File: src/sv/swrpc_pkg.sv
// Shared widths, codes and types of the SWR point cache.
`default_nettype none
package swrpc_pkg;

   localparam int ENTRIES_DEFAULT = 8;
   localparam int KEY_W           = 7;
   localparam int SWR_W           = 16;
   localparam int HELD_W          = 4;
   localparam int OP_W            = 2;

   typedef enum logic [OP_W-1:0] {
      OP_LOOKUP = 2'd0,
      OP_FILL   = 2'd1,
      OP_CLEAR  = 2'd2,
      OP_NOP    = 2'd3
   } op_type;

   typedef struct packed {
      logic [KEY_W-1:0] ind;
      logic [KEY_W-1:0] cap;
   } probe_type;

   typedef struct packed {
      logic [KEY_W-1:0] ind;
      logic [KEY_W-1:0] cap;
      logic [SWR_W-1:0] swr;
   } entry_type;

   typedef struct packed {
      logic             found;
      logic [SWR_W-1:0] swr;
   } chain_type;

endpackage
`default_nettype wire

File: src/sv/swrpc_req_if.sv
// Request channel of the SWR point cache: valid, ready and the request item.
`default_nettype none
interface swrpc_req_if;
   logic                           valid;
   logic                           ready;
   logic [swrpc_pkg::OP_W-1:0]     op;
   logic [swrpc_pkg::KEY_W-1:0]    key_l;
   logic [swrpc_pkg::KEY_W-1:0]    key_c;
   logic [swrpc_pkg::SWR_W-1:0]    swr_in;

   modport source (output valid, output op, output key_l, output key_c, output swr_in,
                   input ready);
   modport sink (input valid, input op, input key_l, input key_c, input swr_in,
                 output ready);
endinterface
`default_nettype wire

File: src/sv/swrpc_rsp_if.sv
// Response channel of the SWR point cache: valid, ready and the result item.
`default_nettype none
interface swrpc_rsp_if;
   logic                           valid;
   logic                           ready;
   logic                           hit;
   logic [swrpc_pkg::SWR_W-1:0]    swr_out;
   logic [swrpc_pkg::HELD_W-1:0]   entries_held;

   modport source (output valid, output hit, output swr_out, output entries_held,
                   input ready);
   modport sink (input valid, input hit, input swr_out, input entries_held,
                 output ready);
endinterface
`default_nettype wire

File: src/sv/swrpc_cell.sv
// One cache cell: holds an entry, compares it with the probe key and shifts from its neighbour.
`default_nettype none
module swrpc_cell (
   input  wire logic                  clock,
   input  wire logic                  shift,
   input  wire logic                  live,
   input  wire swrpc_pkg::probe_type  probe,
   input  wire swrpc_pkg::entry_type  entry_in,
   output swrpc_pkg::entry_type       entry_out,
   input  wire swrpc_pkg::chain_type  chain_in,
   output swrpc_pkg::chain_type       chain_out
);

   swrpc_pkg::entry_type entry_ff;
   swrpc_pkg::entry_type entry_in_next;
   logic                 match;

   assign match = live && (entry_ff.ind == probe.ind) && (entry_ff.cap == probe.cap);

   always_comb begin
      chain_out.found = chain_in.found | match;
      chain_out.swr   = chain_in.found ? chain_in.swr : entry_ff.swr;
      entry_in_next   = shift ? entry_in : entry_ff;
   end

   always_ff @(posedge clock) begin
      entry_ff <= entry_in_next;
   end

   assign entry_out = entry_ff;

endmodule
`default_nettype wire

File: src/sv/swr_point_cache.sv
// Top level of the SWR point cache: a row of cells, the entry count and the result register.
// A result item is registered and appears in the cycle after its request item is accepted.
// One item per cycle while the result register is free or its result is taken; the key compare
// and the newest-match select ripple along the row of ENTRIES cells within that cycle.
// Reset clears the entry count and the result valid flag; the cell contents stay
// undefined until filled and are never read while beyond the count.
`default_nettype none
module swr_point_cache #(
   parameter int ENTRIES = swrpc_pkg::ENTRIES_DEFAULT
) (
   input wire logic      clock,
   input wire logic      reset,
   swrpc_req_if.sink     req_chan,
   swrpc_rsp_if.source   rsp_chan
);

   localparam int CW = $clog2(ENTRIES + 1);

   swrpc_pkg::op_type    req_op;
   swrpc_pkg::probe_type probe;
   swrpc_pkg::entry_type front;
   swrpc_pkg::entry_type stored [ENTRIES];
   swrpc_pkg::chain_type chain  [ENTRIES+1];
   logic [ENTRIES-1:0]   live;
   logic [ENTRIES-1:0]   shift;
   logic                 accept;
   logic                 any_hit;
   logic                 is_lookup;
   logic                 is_fill;

   logic [CW-1:0]                  count_ff,    count_in;
   logic                           rsp_valid_ff, rsp_valid_in;
   logic                           hit_ff,       hit_in;
   logic [swrpc_pkg::SWR_W-1:0]    swr_ff,       swr_in;
   logic [swrpc_pkg::HELD_W-1:0]   held_ff,      held_in;

   assign req_op    = swrpc_pkg::op_type'(req_chan.op);
   assign accept    = req_chan.valid && req_chan.ready;
   assign is_lookup = (req_op == swrpc_pkg::OP_LOOKUP);
   assign is_fill   = (req_op == swrpc_pkg::OP_FILL);
   assign any_hit   = chain[ENTRIES].found;

   assign req_chan.ready = !rsp_valid_ff || rsp_chan.ready;

   assign probe.ind = req_chan.key_l;
   assign probe.cap = req_chan.key_c;

   assign front.ind = req_chan.key_l;
   assign front.cap = req_chan.key_c;
   assign front.swr = is_fill ? req_chan.swr_in : chain[ENTRIES].swr;

   assign chain[0].found = 1'b0;
   assign chain[0].swr   = '0;

   for (genvar i = 0; i < ENTRIES; i++) begin : g_cell
      assign live[i]  = (count_ff > CW'(i));
      assign shift[i] = accept && (is_fill || (is_lookup && any_hit && !chain[i].found));
      if (i == 0) begin : g_head
         swrpc_cell u_cell (
            .clock     (clock),
            .shift     (shift[i]),
            .live      (live[i]),
            .probe     (probe),
            .entry_in  (front),
            .entry_out (stored[i]),
            .chain_in  (chain[i]),
            .chain_out (chain[i+1])
         );
      end else begin : g_body
         swrpc_cell u_cell (
            .clock     (clock),
            .shift     (shift[i]),
            .live      (live[i]),
            .probe     (probe),
            .entry_in  (stored[i-1]),
            .entry_out (stored[i]),
            .chain_in  (chain[i]),
            .chain_out (chain[i+1])
         );
      end
   end

   always_comb begin
      count_in     = count_ff;
      rsp_valid_in = rsp_valid_ff;
      hit_in       = hit_ff;
      swr_in       = swr_ff;
      held_in      = held_ff;
      if (rsp_valid_ff && rsp_chan.ready) begin
         rsp_valid_in = 1'b0;
      end
      if (accept) begin
         hit_in = 1'b0;
         swr_in = '0;
         case (req_op)
            swrpc_pkg::OP_LOOKUP: begin
               hit_in = any_hit;
               swr_in = any_hit ? chain[ENTRIES].swr : '0;
            end
            swrpc_pkg::OP_FILL: begin
               swr_in = req_chan.swr_in;
               if (count_ff < CW'(ENTRIES)) begin
                  count_in = count_ff + CW'(1);
               end
            end
            swrpc_pkg::OP_CLEAR: begin
               count_in = '0;
            end
            default: begin
            end
         endcase
         held_in      = swrpc_pkg::HELD_W'(count_in);
         rsp_valid_in = 1'b1;
      end
   end

   always_ff @(posedge clock) begin
      if (reset) begin
         count_ff     <= '0;
         rsp_valid_ff <= 1'b0;
      end else begin
         count_ff     <= count_in;
         rsp_valid_ff <= rsp_valid_in;
      end
      hit_ff  <= hit_in;
      swr_ff  <= swr_in;
      held_ff <= held_in;
   end

   assign rsp_chan.valid        = rsp_valid_ff;
   assign rsp_chan.hit          = hit_ff;
   assign rsp_chan.swr_out      = swr_ff;
   assign rsp_chan.entries_held = held_ff;

`ifndef SYNTHESIS
   a_count_bound: assert property (@(posedge clock) disable iff (reset)
      count_ff <= CW'(ENTRIES))
      else $error("Entry count exceeds the number of cells.");

   a_clear_empties: assert property (@(posedge clock) disable iff (reset)
      accept && (req_op == swrpc_pkg::OP_CLEAR) |=> (count_ff == '0) && !rsp_chan.hit)
      else $error("A clear did not empty the cache.");

   a_hit_to_front: assert property (@(posedge clock) disable iff (reset)
      accept && is_lookup && any_hit |=>
         (stored[0].ind == $past(req_chan.key_l)) && (stored[0].cap == $past(req_chan.key_c))
         && rsp_chan.hit && (rsp_chan.swr_out == stored[0].swr))
      else $error("A lookup hit did not move its entry to the front.");

   a_fill_to_front: assert property (@(posedge clock) disable iff (reset)
      accept && is_fill |=> (stored[0].swr == $past(req_chan.swr_in)) && (count_ff != '0))
      else $error("A fill did not write its entry at the front.");
`endif

endmodule
`default_nettype wire
File: src/flat_wrapper.sv
// flat-port wrapper written by rule: the top's interface ports become plain ports
module swr_point_cache_flat 
#(
   parameter int ENTRIES = swrpc_pkg::ENTRIES_DEFAULT
)
  (clock, reset, req_chan_valid, req_chan_op, req_chan_key_l, req_chan_key_c, req_chan_swr_in, req_chan_ready, rsp_chan_valid, rsp_chan_hit, rsp_chan_swr_out, rsp_chan_entries_held, rsp_chan_ready);
  swrpc_req_if req_chan_i ();
  swrpc_rsp_if rsp_chan_i ();
  input wire logic clock;
  input wire logic reset;
  input wire logic [$bits(req_chan_i.valid)-1:0] req_chan_valid;
  input wire logic [$bits(req_chan_i.op)-1:0] req_chan_op;
  input wire logic [$bits(req_chan_i.key_l)-1:0] req_chan_key_l;
  input wire logic [$bits(req_chan_i.key_c)-1:0] req_chan_key_c;
  input wire logic [$bits(req_chan_i.swr_in)-1:0] req_chan_swr_in;
  output wire logic [$bits(req_chan_i.ready)-1:0] req_chan_ready;
  output wire logic [$bits(rsp_chan_i.valid)-1:0] rsp_chan_valid;
  output wire logic [$bits(rsp_chan_i.hit)-1:0] rsp_chan_hit;
  output wire logic [$bits(rsp_chan_i.swr_out)-1:0] rsp_chan_swr_out;
  output wire logic [$bits(rsp_chan_i.entries_held)-1:0] rsp_chan_entries_held;
  input wire logic [$bits(rsp_chan_i.ready)-1:0] rsp_chan_ready;
  assign req_chan_i.valid = req_chan_valid;
  assign req_chan_i.op = req_chan_op;
  assign req_chan_i.key_l = req_chan_key_l;
  assign req_chan_i.key_c = req_chan_key_c;
  assign req_chan_i.swr_in = req_chan_swr_in;
  assign req_chan_ready = req_chan_i.ready;
  assign rsp_chan_valid = rsp_chan_i.valid;
  assign rsp_chan_hit = rsp_chan_i.hit;
  assign rsp_chan_swr_out = rsp_chan_i.swr_out;
  assign rsp_chan_entries_held = rsp_chan_i.entries_held;
  assign rsp_chan_i.ready = rsp_chan_ready;
  swr_point_cache #(.ENTRIES(ENTRIES)) u_core (.clock(clock), .reset(reset), .req_chan(req_chan_i), .rsp_chan(rsp_chan_i));
endmodule
File: config.mk
export PLATFORM = sky130hd
export DESIGN_NAME = swr_point_cache_flat
export DESIGN_NICKNAME = d
export VERILOG_FILES = /design/src/sv/swrpc_pkg.sv /design/src/sv/swrpc_req_if.sv /design/src/sv/swrpc_rsp_if.sv /design/src/sv/swrpc_cell.sv /design/src/sv/swr_point_cache.sv /design/src/flat_wrapper.sv
export SDC_FILE = /design/constraint.sdc
export NUM_CORES = 1
export LEC_CHECK = 0
export ABC_CLOCK_PERIOD_IN_PS = 4100
export BUFFER_PORTS_ARGS = -buffer_cell sky130_fd_sc_hd__buf_2
export CORE_MARGIN = 4
export CORE_UTILIZATION = 49
export DETAILED_ROUTE_END_ITERATION = 10
export GPL_TIMING_DRIVEN = 0
export HOLD_SLACK_MARGIN = 0.06
export PLACE_DENSITY_LB_ADDON = 0.05
export SETUP_SLACK_MARGIN = 0.1
export SLEW_MARGIN = 5
export SYNTH_ARGS = -nofsm -noshare
export SYNTH_HDL_FRONTEND = slang
export SYNTH_SLANG_ARGS = --single-unit
File: constraint.sdc
create_clock -name clock -period 4.1 [get_ports clock]
set_clock_uncertainty 0.2 [all_clocks]
set_input_delay 0.41 -clock clock [delete_from_list [all_inputs] [get_ports clock]]
set_output_delay 0.41 -clock clock [all_outputs]
set_load 0.05 [all_outputs]
==> flow_metrics.tcl <==
set metrics [dict create \
    outcome "finished clean" \
    synthesis.nets 765 \
    crit_family "simple AND/OR/NAND/NOR gates" \
    register_area_mm2 0.00794 \
    synth-async-reset-ratio_pct 0 \
    cts_made_buffers 29 \
    vias 6782 \
    grt_pass1_wl_um 41700 \
    core_area_mm2 0.0227 \
    fin_cells 1165 \
    fin_util_pct 59.9 \
    insertion_delay_ns 0.54 \
    drt-total-wl_um 27100 \
    timing.rr.end "u_core.g_cell[7].g_body.u_cell.entry_out[21]$_DFFE_PP_" \
    ir_worst_vdd_mv 0.298 \
    ff2ff_setup_slack_ns 0.25 \
    yosys_most_used_dff "edfxtp_1" \
    finalHoldViolations 0 \
    clkSinkCount 266 \
    place_inst 1073 \
    crit_buf_inv 4 \
    synth_area_mm2 0.0113 \
    antenna_left 0 \
    die_y_um 160 \
    start_kind "flop" \
    worstPathRequired_ns 4.12 \
    r2r_cells 14 \
    io_buffers 58 \
    drt_iter0_drc 482 \
    clkTransAtPathRegs_ns 0.06 \
    finalCriticalPeriod_ns 3.85 \
    n_fill_cell 1751 \
    min_to "u_core.count_ff[2]$_SDFFE_PP0P_" \
    synth_edf_count 261 \
    initial_core_util_pct 49.9 \
    path_cells "inv_1 > ha_1 > or3b_1 > nand3_1 > nor4_2 > and2_4 > nor4b_4 > buf_6 > nand2_4 > nor3_4 > buf_6 > a21oi_1 > nor2_4 > buf_12" \
    syn_area_per_cell_um2 15.7 \
    post-dp-hpwl_um 19000 \
    htree_num_levels 1 \
    syn_inst 722 \
    hold_class "in2reg" \
    diodes 0 \
    clock.fmax_mhz 260 \
    slowest_stage "or3b_1" \
    final_max_slew_viol_count 0 \
    whs_path_depth 5 \
    critPathKind "reg2reg" \
    fin_nets 901 \
    grt_pass1_vias 7069 \
    setup_ws_ns 0.251 \
    stdcell_area_mm2 0.0136 \
    vias_per_cell 5.82 \
    area_growth_pct 19.9 \
    routedWlPerCell_um 23.3 \
    yosysWarningCount 0 \
    grt_usage_pct 21.0 \
    cp_common_cell "buf_6" \
    cap_violations 0 \
    tightest_slew_ns 1.23 \
    drive_gt1_share_pct 22.3 \
    overflow 0 \
    worst_hold_startpoint "rsp_chan_ready" \
    p_per_area_mw_per_mm2 453 \
    pre_cts_ws_ns -0.0832 \
    synth-seq-cells 266 \
    drc 0 \
    rows 55 \
    cp.arrival_ns 3.87 \
    whs_ns 0.216 \
    leakagePower_nw 4.56 \
    cts_max_path_buffers 3 \
    grt_setup_unrepaired "false" \
    ioPinCount 59 \
    dpl-instance-area_mm2 0.0122 \
    synth-seq-area-share_pct 70.0 \
    finalCritPeriodShare_pct 93.9 \
    die_area_mm2 0.0256 \
    reg2reg_from "u_core.count_ff[0]$_SDFFE_PP0P_" \
    grt_max_degree 28 \
    clockRootBuffer "clkbuf_16" \
    cts_tree "done" \
    multi_input_area_mm2 0.00315 \
    slew_headroom_pct 18.2 \
    finalSetupViolCount 0 \
    crit_fanout 27 \
    synthDistinctLibCells 63 \
    gp_congestion 0.875 \
    drt_pass1_iterations 5 \
    die_x_um 160 \
    slowest_delay_ns 0.44 \
    endpoint_kind "flop" \
    antenna_found_initial 0 \
]
-- where the power goes --
group / switching, W / internal, W / total, W
clock: 0.00105 / 0.00161 / 0.00266
sequential: 0.0000398 / 0.00306 / 0.00310
combinational: 0.000253 / 0.000149 / 0.000402
-- sequential cells by signal (all words and copies together), names as in the netlist --
name / count
u_core.g_cell.g_body.u_cell.entry_out: 210
u_core.g_cell.g_head.u_cell.entry_out: 30
u_core.rsp_chan.swr_out: 16
u_core.count_ff: 4
u_core.rsp_chan.entries_held: 4
u_core.rsp_chan.hit: 1
u_core.rsp_chan.valid: 1
-- metal layers --
layer | global-route usage (%) | routed length [um] | vias to the layer above
li1 | - | - | 3100
met1 | 29.9 | 12100 | 3365
met2 | 33.9 | 12700 | 274
met3 | 3.66 | 1900 | 43
met4 | 5.36 | 484 | 0
met5 | 0 | 0 | -
-- per-stage QoR --
step / TNS, ns / total power (W)
4_1_cts: 0 / 0.00620
3_5_place_dp: -1.87 / 0.00353
2_1_floorplan: 0 / 0.00339
5_1_grt: 0 / 0.00637
6_report: 0 / 0.00616
3_3_place_gp: -299.91 / 0.00351
-- synthesized netlist by cell type, types with 14 or more instances --
library cell | instances | area, um^2
nand2_1 | 24 | 90.1
nor2_1 | 28 | 105
nand4_1 | 22 | 138
a211oi_1 | 14 | 105
xnor2_1 | 82 | 718
a21oi_1 | 20 | 100
xor2_1 | 26 | 228
edfxtp_1 | 261 | 7840
o31ai_1 | 16 | 120
nor3_1 | 14 | 70.1
a22oi_1 | 14 | 105
buf_2 | 16 | 80.1
inv_1 | 21 | 78.8
-- tightest hold or removal path: stages --
cell      delay [ns]
buf_2           0.07
nand2b_1        0.13
nand2_1         0.12
nor2_1          0.12
nor3_1          0.05
-- cells by family after synthesis --
family	Yosys count	synth area share [%]
DFF	266	70.0
AOI/OAI and AO/OA	133	9.57
and+or+nand+nor	132	6.66
xor gates and xnor gates	112	8.92
buffers and inverters	62	3.12
muxes	10	0.949
adders and majority gates	7	0.773
-- timing repair --
item,4_1_cts,5_1_grt
endpoints found under the setup margin,50,204
gates resized for setup,1,7
pin swaps,1,4
buffers inserted,1,5
hold endpoints to repair,50,0
cloned,0,0
hold buffers,33,0
-- worst max-delay path by stage --
stage          cells after the start                            start  slack (ns)                                                     end
2_1_floorplan                     12  u_core.count_ff[0]$_SDFFE_PP0P_        0.10   u_core.g_cell[6].g_body.u_cell.entry_out[0]$_DFFE_PP_
3_3_place_gp                      13                req_chan_key_c[3]       -1.64  u_core.g_cell[6].g_body.u_cell.entry_out[18]$_DFFE_PP_
3_5_place_dp                      14                req_chan_key_c[3]       -0.08  u_core.g_cell[3].g_body.u_cell.entry_out[24]$_DFFE_PP_
4_1_cts                           14  u_core.count_ff[0]$_SDFFE_PP0P_        0.12  u_core.g_cell[7].g_body.u_cell.entry_out[21]$_DFFE_PP_
5_1_grt                           14  u_core.count_ff[0]$_SDFFE_PP0P_        0.08  u_core.g_cell[7].g_body.u_cell.entry_out[21]$_DFFE_PP_
6_report                          14  u_core.count_ff[0]$_SDFFE_PP0P_        0.25  u_core.g_cell[7].g_body.u_cell.entry_out[21]$_DFFE_PP_
-- layout make-up --
class / instances / area share [%]
Multi-Input combinational cell: 394 / 23.2
Timing Repair Buffer: 105 / 6.07
Sequential cell: 266 / 58.4
Buffer: 39 / 2.00
Clock inverter: 19 / 1.67
Tap cell: 285 / 2.62
Clock buffer: 34 / 5.47
Inverter: 23 / 0.635
-- placed cells by master (no fill, tap or decap), types with 8 or more instances in the layout --
master and count:
o31ai_1 16, a221oi_2 8, a21oi_1 18, clkbuf_16 29, xnor2_1 82, nor2_1 21
nor4_1 10, nand2_1 24, a221oi_1 10, buf_6 13, a22oi_1 14, nand4_1 22
buf_2 74, buf_4 8, buf_12 8, dlygate4sd3_1 33, nor3_1 14, xor2_1 26
a211oi_1 14, clkbuf_1 12, a221o_1 10, inv_1 21, edfxtp_1 261, a32oi_1 9
No activity file was read; power rests on OpenSTA's default activity.
